`src/sv/sobel_aeb_pkg.sv`:
```
`timescale 1ns / 1ps
// Shared constants and types for the adaptive Sobel edge binarizer.
// No dependencies; imported by every module of the block but sobel_aeb_ram.
package sobel_aeb_pkg;

   localparam int IMAGE_WIDTH  = 160;
   localparam int IMAGE_HEIGHT = 120;

   localparam int PIX_W     = 8;
   localparam int COL_W     = $clog2(IMAGE_WIDTH);
   localparam int ROW_W     = $clog2(IMAGE_HEIGHT);
   localparam int ROW_OUT_W = 7;
   localparam int COL_OUT_W = 8;
   localparam int GRAD_W    = 11;
   localparam int BRIGHT_W  = 12;
   localparam int MAG12_W   = 15;
   localparam int LINE_W    = 2 * PIX_W;

   localparam int REQ_DATA_W = 8;
   localparam int RSP_DATA_W = 16;

   typedef struct packed {
      logic signed [GRAD_W-1:0]    gx;
      logic signed [GRAD_W-1:0]    gy;
      logic        [BRIGHT_W-1:0]  bright;
      logic        [ROW_OUT_W-1:0] row;
      logic        [COL_OUT_W-1:0] col;
      logic                        last;
   } sums_type;

endpackage

```
`src/sv/sobel_aeb_ram.sv`:
```
`timescale 1ns / 1ps
// Generic simple dual-port RAM, one write and one registered read port.
// Read returns the old contents on a same-address write. No dependencies.
module sobel_aeb_ram #(
   parameter int WIDTH = 8,
   parameter int DEPTH = 16
) (
   input  logic                     clock,
   input  logic                     wr_en,
   input  logic [$clog2(DEPTH)-1:0] wr_addr,
   input  logic [WIDTH-1:0]         wr_data,
   input  logic                     rd_en,
   input  logic [$clog2(DEPTH)-1:0] rd_addr,
   output logic [WIDTH-1:0]         rd_data
);

   logic [WIDTH-1:0] mem_ff [DEPTH];
   logic [WIDTH-1:0] rd_data_ff;

   always_ff @(posedge clock) begin
      if (rd_en) begin
         rd_data_ff <= mem_ff[rd_addr];
      end
      if (wr_en) begin
         mem_ff[wr_addr] <= wr_data;
      end
   end

   assign rd_data = rd_data_ff;

endmodule

```
`src/sv/sobel_aeb_window.sv`:
```
`timescale 1ns / 1ps
// Position counters, line buffer access with forwarding and the 3x3 window.
// Forms Sobel gradients and weighted brightness; uses sobel_aeb_pkg, sobel_aeb_ram.
module sobel_aeb_window (
   input  logic                                clock,
   input  logic                                reset,
   input  logic                                in_valid,
   output logic                                in_ready,
   input  logic [sobel_aeb_pkg::PIX_W-1:0]     in_pixel,
   input  logic                                in_frame_start,
   output logic                                sums_valid,
   input  logic                                sums_ready,
   output sobel_aeb_pkg::sums_type             sums
);
   import sobel_aeb_pkg::*;

   logic [ROW_W-1:0]  row_ff, row_in;
   logic [COL_W-1:0]  col_ff, col_in;
   logic [ROW_W-1:0]  row_eff;
   logic [COL_W-1:0]  col_eff;
   logic              accept;

   logic              s1_v_ff, s1_v_in;
   logic [PIX_W-1:0]  s1_px_ff;
   logic [ROW_W-1:0]  s1_row_ff;
   logic [COL_W-1:0]  s1_col_ff;
   logic              s1_prod;
   logic              s1_adv;

   logic              fwd_ff, fwd_in;
   logic [LINE_W-1:0] fwd_data_ff;

   logic              wr_en;
   logic [LINE_W-1:0] wr_data;
   logic [LINE_W-1:0] rd_data;
   logic [LINE_W-1:0] line;
   logic [PIX_W-1:0]  top, mid;

   logic [PIX_W-1:0]  win_ff [6];

   logic [PIX_W-1:0]  p00, p10, p20, p01, p11, p21, p02, p12, p22;

   assign row_eff = in_frame_start ? '0 : row_ff;
   assign col_eff = in_frame_start ? '0 : col_ff;
   assign accept  = in_valid && in_ready;

   always_comb begin
      row_in = row_ff;
      col_in = col_ff;
      if (accept) begin
         if (col_eff == COL_W'(IMAGE_WIDTH - 1)) begin
            col_in = '0;
            row_in = (row_eff == ROW_W'(IMAGE_HEIGHT - 1)) ? '0 : row_eff + 1'b1;
         end else begin
            col_in = col_eff + 1'b1;
            row_in = row_eff;
         end
      end
   end

   assign s1_prod  = s1_v_ff && (s1_row_ff >= ROW_W'(2)) && (s1_col_ff >= COL_W'(2));
   assign s1_adv   = !s1_v_ff || !s1_prod || sums_ready;
   assign in_ready = s1_adv;
   assign s1_v_in  = accept ? 1'b1 : (s1_adv ? 1'b0 : s1_v_ff);

   assign wr_en   = s1_v_ff && s1_adv;
   assign line    = fwd_ff ? fwd_data_ff : rd_data;
   assign top     = line[PIX_W-1:0];
   assign mid     = line[LINE_W-1:PIX_W];
   assign wr_data = {s1_px_ff, mid};
   assign fwd_in  = wr_en && (col_eff == s1_col_ff);

   sobel_aeb_ram #(
      .WIDTH (LINE_W),
      .DEPTH (IMAGE_WIDTH)
   ) u_lines (
      .clock   (clock),
      .wr_en   (wr_en),
      .wr_addr (s1_col_ff),
      .wr_data (wr_data),
      .rd_en   (accept),
      .rd_addr (col_eff),
      .rd_data (rd_data)
   );

   always_ff @(posedge clock) begin
      if (reset) begin
         row_ff  <= '0;
         col_ff  <= '0;
         s1_v_ff <= 1'b0;
         fwd_ff  <= 1'b0;
         for (int i = 0; i < 6; i++) begin
            win_ff[i] <= '0;
         end
      end else begin
         row_ff  <= row_in;
         col_ff  <= col_in;
         s1_v_ff <= s1_v_in;
         if (accept) begin
            fwd_ff <= fwd_in;
         end
         if (wr_en) begin
            win_ff[0] <= win_ff[3];
            win_ff[1] <= win_ff[4];
            win_ff[2] <= win_ff[5];
            win_ff[3] <= top;
            win_ff[4] <= mid;
            win_ff[5] <= s1_px_ff;
         end
      end
   end

   always_ff @(posedge clock) begin
      if (accept) begin
         s1_px_ff    <= in_pixel;
         s1_row_ff   <= row_eff;
         s1_col_ff   <= col_eff;
         fwd_data_ff <= wr_data;
      end
   end

   assign p00 = win_ff[0];
   assign p10 = win_ff[1];
   assign p20 = win_ff[2];
   assign p01 = win_ff[3];
   assign p11 = win_ff[4];
   assign p21 = win_ff[5];
   assign p02 = top;
   assign p12 = mid;
   assign p22 = s1_px_ff;

   always_comb begin
      sums.gx = GRAD_W'(p02) + GRAD_W'(p22) + (GRAD_W'(p12) << 1)
              - GRAD_W'(p00) - GRAD_W'(p20) - (GRAD_W'(p10) << 1);
      sums.gy = GRAD_W'(p20) + GRAD_W'(p22) + (GRAD_W'(p21) << 1)
              - GRAD_W'(p00) - GRAD_W'(p02) - (GRAD_W'(p01) << 1);
      sums.bright = BRIGHT_W'(p00) + BRIGHT_W'(p02) + BRIGHT_W'(p20) + BRIGHT_W'(p22)
                  + BRIGHT_W'(p11)
                  + ((BRIGHT_W'(p01) + BRIGHT_W'(p10) + BRIGHT_W'(p12) + BRIGHT_W'(p21)) << 1);
      sums.row  = ROW_OUT_W'(s1_row_ff - 1'b1);
      sums.col  = COL_OUT_W'(s1_col_ff - 1'b1);
      sums.last = (s1_row_ff == ROW_W'(IMAGE_HEIGHT - 1))
               && (s1_col_ff == COL_W'(IMAGE_WIDTH - 1));
   end

   assign sums_valid = s1_prod;

   a_fwd_follows_write: assert property (@(posedge clock) disable iff (reset)
      $rose(fwd_ff) |-> $past(wr_en))
      else $error("forward flag set without a line buffer write");

   a_s1_holds: assert property (@(posedge clock) disable iff (reset)
      s1_v_ff && !s1_adv |=> s1_v_ff && $stable(s1_col_ff) && $stable(s1_px_ff))
      else $error("stalled window stage lost its request");

endmodule

```
`src/sv/sobel_aeb_judge.sv`:
```
`timescale 1ns / 1ps
// Gradient magnitude, adaptive threshold compare and output register.
// Depends on sobel_aeb_pkg.
module sobel_aeb_judge (
   input  logic                                 clock,
   input  logic                                 reset,
   input  logic                                 sums_valid,
   output logic                                 sums_ready,
   input  sobel_aeb_pkg::sums_type              sums,
   output logic                                 out_valid,
   input  logic                                 out_ready,
   output logic                                 out_edge,
   output logic [sobel_aeb_pkg::ROW_OUT_W-1:0]  out_row,
   output logic [sobel_aeb_pkg::COL_OUT_W-1:0]  out_col,
   output logic                                 out_last
);
   import sobel_aeb_pkg::*;

   logic                 s2_v_ff;
   sums_type             s2_ff;
   logic                 s2_adv;
   logic                 out_adv;

   logic [GRAD_W-2:0]    ax, ay;
   logic [GRAD_W-1:0]    mag;
   logic [MAG12_W-1:0]   mag12;
   logic                 is_edge;

   logic                 out_v_ff;
   logic                 edge_ff;
   logic [ROW_OUT_W-1:0] row_ff;
   logic [COL_OUT_W-1:0] col_ff;
   logic                 last_ff;

   assign out_adv    = !out_v_ff || out_ready;
   assign s2_adv     = !s2_v_ff || out_adv;
   assign sums_ready = s2_adv;

   assign ax      = s2_ff.gx[GRAD_W-1] ? (GRAD_W-1)'(-s2_ff.gx) : s2_ff.gx[GRAD_W-2:0];
   assign ay      = s2_ff.gy[GRAD_W-1] ? (GRAD_W-1)'(-s2_ff.gy) : s2_ff.gy[GRAD_W-2:0];
   assign mag     = GRAD_W'(ax) + GRAD_W'(ay);
   assign mag12   = (MAG12_W'(mag) << 3) + (MAG12_W'(mag) << 2);
   assign is_edge = mag12 > MAG12_W'(s2_ff.bright);

   always_ff @(posedge clock) begin
      if (reset) begin
         s2_v_ff  <= 1'b0;
         out_v_ff <= 1'b0;
      end else begin
         if (s2_adv) begin
            s2_v_ff <= sums_valid;
         end
         if (out_adv) begin
            out_v_ff <= s2_v_ff;
         end
      end
   end

   always_ff @(posedge clock) begin
      if (s2_adv && sums_valid) begin
         s2_ff <= sums;
      end
      if (out_adv && s2_v_ff) begin
         edge_ff <= is_edge;
         row_ff  <= s2_ff.row;
         col_ff  <= s2_ff.col;
         last_ff <= s2_ff.last;
      end
   end

   assign out_valid = out_v_ff;
   assign out_edge  = edge_ff;
   assign out_row   = row_ff;
   assign out_col   = col_ff;
   assign out_last  = last_ff;

   a_interior_only: assert property (@(posedge clock) disable iff (reset)
      out_v_ff |-> (row_ff != '0) && (col_ff != '0))
      else $error("result for a border pixel");

endmodule

```
`src/sv/sobel_adaptive_edge_binarize.sv`:
```
`timescale 1ns / 1ps
// Top level of the streaming 3x3 Sobel edge binarizer with adaptive threshold.
// Depends on sobel_aeb_pkg, sobel_aeb_window, sobel_aeb_judge.
//
//   channel | dir | tdata                                        | tuser        | tlast
//   req     | in  | [7:0] pixel                                  | frame_start  | -
//   rsp     | out | [0] edge_res, [7:1] center_row, [15:8] col  | -            | frame_last
//
// One request per clock unless rsp stalls; results pass window, judge and output registers.
// The line buffers share one RAM, read on accept and written as the request leaves
// the window stage, with a forward path when two requests touch the same column back to back.
// Border pixels update the buffers but produce no response.
// Reset clears counters, window and pipeline; unwritten RAM contents never reach a response.
// A stalled rsp holds the pipeline and drops req_tready once all stages are full.
module sobel_adaptive_edge_binarize (
   input  logic                                  clock,
   input  logic                                  reset,
   input  logic                                  req_tvalid,
   output logic                                  req_tready,
   input  logic [sobel_aeb_pkg::REQ_DATA_W-1:0]  req_tdata,   // [7:0] pixel
   input  logic                                  req_tuser,   // [0] frame_start
   output logic                                  rsp_tvalid,
   input  logic                                  rsp_tready,
   output logic [sobel_aeb_pkg::RSP_DATA_W-1:0]  rsp_tdata,   // [0] edge_res, [7:1] center_row,
                                                              // [15:8] center_col
   output logic                                  rsp_tlast
);
   import sobel_aeb_pkg::*;

   logic                 sums_valid;
   logic                 sums_ready;
   sums_type             sums;
   logic                 edge_res;
   logic [ROW_OUT_W-1:0] center_row;
   logic [COL_OUT_W-1:0] center_col;

   sobel_aeb_window u_window (
      .clock          (clock),
      .reset          (reset),
      .in_valid       (req_tvalid),
      .in_ready       (req_tready),
      .in_pixel       (req_tdata[PIX_W-1:0]),
      .in_frame_start (req_tuser),
      .sums_valid     (sums_valid),
      .sums_ready     (sums_ready),
      .sums           (sums)
   );

   sobel_aeb_judge u_judge (
      .clock      (clock),
      .reset      (reset),
      .sums_valid (sums_valid),
      .sums_ready (sums_ready),
      .sums       (sums),
      .out_valid  (rsp_tvalid),
      .out_ready  (rsp_tready),
      .out_edge   (edge_res),
      .out_row    (center_row),
      .out_col    (center_col),
      .out_last   (rsp_tlast)
   );

   assign rsp_tdata = {center_col, center_row, edge_res};

   a_last_position: assert property (@(posedge clock) disable iff (reset)
      rsp_tvalid && rsp_tlast |->
         (center_row == ROW_OUT_W'(IMAGE_HEIGHT - 2))
         && (center_col == COL_OUT_W'(IMAGE_WIDTH - 2)))
      else $error("frame_last on a pixel other than the last interior one");

endmodule
```
`config.mk`:
```
export PLATFORM = sky130hd
export DESIGN_NAME = sobel_adaptive_edge_binarize
export DESIGN_NICKNAME = d
export VERILOG_FILES = /design/src/sv/sobel_aeb_pkg.sv /design/src/sv/sobel_aeb_ram.sv /design/src/sv/sobel_aeb_window.sv /design/src/sv/sobel_aeb_judge.sv /design/src/sv/sobel_adaptive_edge_binarize.sv
export SDC_FILE = /design/constraint.sdc
export NUM_CORES = 2
export LEC_CHECK = 0
export BUFFER_PORTS_ARGS = -buffer_cell sky130_fd_sc_hd__buf_2
export CAP_MARGIN = 40
export CORE_ASPECT_RATIO = 1.2
export CORE_MARGIN = 2
export CORE_UTILIZATION = 49
export DETAILED_ROUTE_END_ITERATION = 8
export PLACE_DENSITY_LB_ADDON = 0.1
export SETUP_SLACK_MARGIN = 0.5
export SYNTH_ARGS = -nofsm -noshare
export SYNTH_HDL_FRONTEND = slang
export SYNTH_SLANG_ARGS = --single-unit
```
`constraint.sdc`:
```
create_clock -name clock -period 7.2 [get_ports clock]
set_input_delay 0.36 -clock clock [delete_from_list [all_inputs] [get_ports clock]]
set_output_delay 0.36 -clock clock [all_outputs]
set_load 0.01 [all_outputs]
```
==> qor.yml <==
firstDrtPassIters: 6
nets: 7711
ir_drop_mv: 0.438
grt_max_degree: 166
synthAdderAreaFrac_pct: 2.88
critPathLaunchType: "register"
slew_headroom_pct: 15.3
htree_levels: 5
hold-path-cell-count: 2
synth_cell_types: 90
fin_cells: 10700
layout-drive-gt1-share_pct: 14.0
dp_cells: 10200
track_usage_pct: 30.4
remaining_drc_errors: 0
wirelength_um: 365000
final.setup.tns_ns: 0
power_density_nw_per_um2: 306
grt_pass1_vias: 67200
port_buffers: 31
netlist.area_leader.share_pct: 71.9
wl_per_cell_um: 34.0
synth_top_family_by_area: "compound AO/OA/AOI/OAI gates"
fin_crit_sh_pct: 84.4
cts-root-buf: "clkbuf_16"
grt_pass1_wl_um: 511000
r2r_setup_slack_ns: 1.12
rows: 194
async_flop_share_pct: 0
start_util_pct: 49.2
synth_warnings: 0
gp_congestion: 0.924
clock-sinks: 2749
min-delay-path-class: "in2reg"
grt_overflow_total: 0
hold_violations: 0
finish.utilization_pct: 55.5
worstSetupPathType: "reg2reg"
antenna_found_initial: 18
ys.flop_type: "edfxtp_1"
cts_tree: "yes"
worstMarginPinSlew_ns: 1.27
finClkSkew_ns: 0.0454
r2r-start: "u_window.win_ff[0][24]$_SDFFCE_PN0P_"
num-fill-cells: 18300
ios: 32
reg2reg_depth: 19
cap_violations: 0
synth_xor_area_share_pct: 0.806
whs_endpoint: "u_window.p22[4]$_DFFE_PP_"
vias: 69000
die_x_um: 444
worst_skew_pair.late_latency_ns: 0.88
cp_max_fo: 5
worstPathRequired_ns: 7.83
synth-compound-area-share_pct: 9.02
leakage_nw: 41.4
postCtsSetupRepairBufs: 0
yosys.area.top_type: "edfxtp_1"
die_y_um: 533
clockBufferDepth: 4
viasPerCell: 6.42
synth.area.mux_share_pct: 6.45
antenna_left: 0
rsz0062_at_grt: "false"
core_area_um2: 232000
synth_area_leaders: "edfxtp_1 (72%), mux2i_1 (4.0%), nand2_1 (2.1%)"
ys_seq_area_share_pct: 72.2
arrival_ns: 6.71
clkTransAtPathRegs_ns: 0.06
avgSynthCellArea_um2: 15.8
postSynthCellCount: 7231
setup_viol: 0
syn_nets: 7456
min_from: "req_tdata[4]"
syn-cell-area_um2: 114000
synth_edf_count: 2730
fmax_ghz: 0.165
syn_to_final_growth_pct: 13.0
worstReg2RegEnd: "u_judge.s2_ff[27]$_DFFE_PP_"
design.die.area_um2: 237000
drv_slew: 0
cts_inserted_buffers: 285
total_power_w: 0.0394
yosys.area_share.simple_pct: 5.85
status: "complete, no violations"
hpwl_um: 221000
cp-end-kind: "register"
yosys_register_bits: 2749
fin_crit_ns: 6.08
drt_iter0_markers: 8747
## metrics by stage
stage	hold slack (ns)	instance area, um^2	setup WS, ns
after floorplan	0.400	114000	1.38
after global placement	0.406	119000	1.15
final	0.227	129000	1.12
after global routing	0.226	129000	0.833
after CTS	0.181	129000	1.11
after detailed placement	0.405	120000	1.13
## worst max-delay path by stage
stage	slack, ns	to	depth (start not counted)	from
4_1_cts	1.11	u_judge.s2_ff[27]$_DFFE_PP_	19	u_window.win_ff[0][24]$_SDFFCE_PN0P_
5_1_grt	0.83	u_judge.s2_ff[27]$_DFFE_PP_	19	u_window.win_ff[0][24]$_SDFFCE_PN0P_
3_3_place_gp	1.15	u_judge.s2_ff[27]$_DFFE_PP_	19	u_window.win_ff[0][24]$_SDFFCE_PN0P_
3_5_place_dp	1.13	u_judge.s2_ff[27]$_DFFE_PP_	19	u_window.win_ff[0][24]$_SDFFCE_PN0P_
6_report	1.12	u_judge.s2_ff[27]$_DFFE_PP_	19	u_window.win_ff[0][24]$_SDFFCE_PN0P_
2_1_floorplan	1.38	u_judge.s2_ff[49]$_DFFE_PP_	15	u_window.p22[1]$_DFFE_PP_
## final cells by class
type,instances,area [um^2],area share [%]
timing repair buffer,437,4110,3.19
tap,3038,3800,2.95
multi-input combinational,3846,28900,22.4
clock inverter,141,1310,1.01
inverter,167,724,0.562
sequential,2749,82400,63.9
clock buffer,360,7650,5.93
antenna,7,17.5,0.0136
## cell families after synthesis
| logic type | Yosys count |
|---|---|
| AOI/OAI and AO/OA | 1461 |
| adders and majority gates | 212 |
| and+or+nand+nor | 1460 |
| muxes | 608 |
| xor gates and xnor gates | 105 |
| buffers and inverters | 636 |
| DFF | 2749 |
## flip-flops by register name (all words and copies together) (netlist names)
signal / count
u_window.fwd_data_ff: 16
u_judge.out_valid: 1
u_judge.out_edge: 1
u_window.u_lines.rd_data: 16
u_window.s1_row_ff: 7
u_judge.s2_ff: 50
u_window.s1_v_ff: 1
u_judge.out_row: 7
u_judge.out_last: 1
u_window.win_ff: 48
u_window.s1_col_ff: 8
u_judge.s2_v_ff: 1
u_window.row_ff: 7
u_window.col_ff: 8
u_window.fwd_ff: 1
u_judge.out_col: 8
u_window.u_lines.mem_ff: 2560
u_window.p22: 8
## power by group
| part | leakage, nW | internal (W) | switching [W] | total [W] |
|---|---|---|---|---|
| Sequential | 24.9 | 0.0179 | 0.000124 | 0.0181 |
| Clock | 4.35 | 0.00832 | 0.00620 | 0.0145 |
| Combinational | 12.2 | 0.00284 | 0.00399 | 0.00682 |
## critical path: stages, from the launching register on
cell,delay (ns)
edfxtp_1,0.46
ha_1,0.30
fa_1,0.50
inv_1,0.05
fa_1,0.47
inv_1,0.04
ha_1,0.22
fa_1,0.46
a21o_1,0.20
a21oi_1,0.26
xnor2_1,0.18
fa_1,0.46
fa_1,0.50
inv_1,0.05
fa_1,0.48
inv_1,0.04
ha_1,0.31
a21oi_1,0.24
o21ai_0,0.21
o311ai_0,0.40
## placed cells by master, fill, tap and decap left out, types with 140 or more instances in the layout
| master | Yosys | routed |
|---|---|---|
| o21ai_0 | 200 | 199 |
| a211oi_1 | 186 | 186 |
| a21oi_1 | 303 | 302 |
| nand2_1 | 636 | 634 |
| inv_1 | 161 | 151 |
| edfxtp_1 | 2730 | 2730 |
| clkbuf_16 | 0 | 295 |
| nand3_1 | 140 | 140 |
| nor2b_1 | 162 | 161 |
| buf_4 | 86 | 307 |
| nor2_1 | 296 | 241 |
| mux2i_1 | 453 | 453 |
## repair_timing
| item | CTS | global route |
|---|---|---|
| setup endpoints to repair | 0 | 0 |
| resized for setup | 0 | 0 |
| hold endpoints to repair | 19 | 0 |
| hold buffers | 11 | 0 |
## Yosys cell counts, types with 25 or more instances
master and count:
mux2_2 60, a22oi_1 54, a21oi_1 303, xor2_1 31, o22ai_1 69, buf_4 86
nand4_1 44, mux4_2 93, mux2i_1 453, fa_1 84, nor3_1 45, a311oi_1 124
a211oi_1 186, edfxtp_1 2730, inv_1 161, a221oi_1 131, o221ai_1 131, a31oi_1 52
nand2b_1 25, nor2_1 296, nor2b_1 162, ha_1 128, buf_1 34, o21ai_0 200
a221o_1 40, a21o_1 28, and2_1 29, nand2_1 636, xnor2_1 74, clkbuf_1 160
nand3_1 140, o211ai_1 31, buf_6 25, buf_2 158
## metal layers
metal	vias up	GRT usage (%)	wire [um]
li1	28900	-	-
met1	35800	40.6	143000
met2	3441	48.8	173000
met3	750	5.06	30200
met4	6	14.2	19800
met5	-	0	40
No activity file was read; power rests on OpenSTA's default activity.
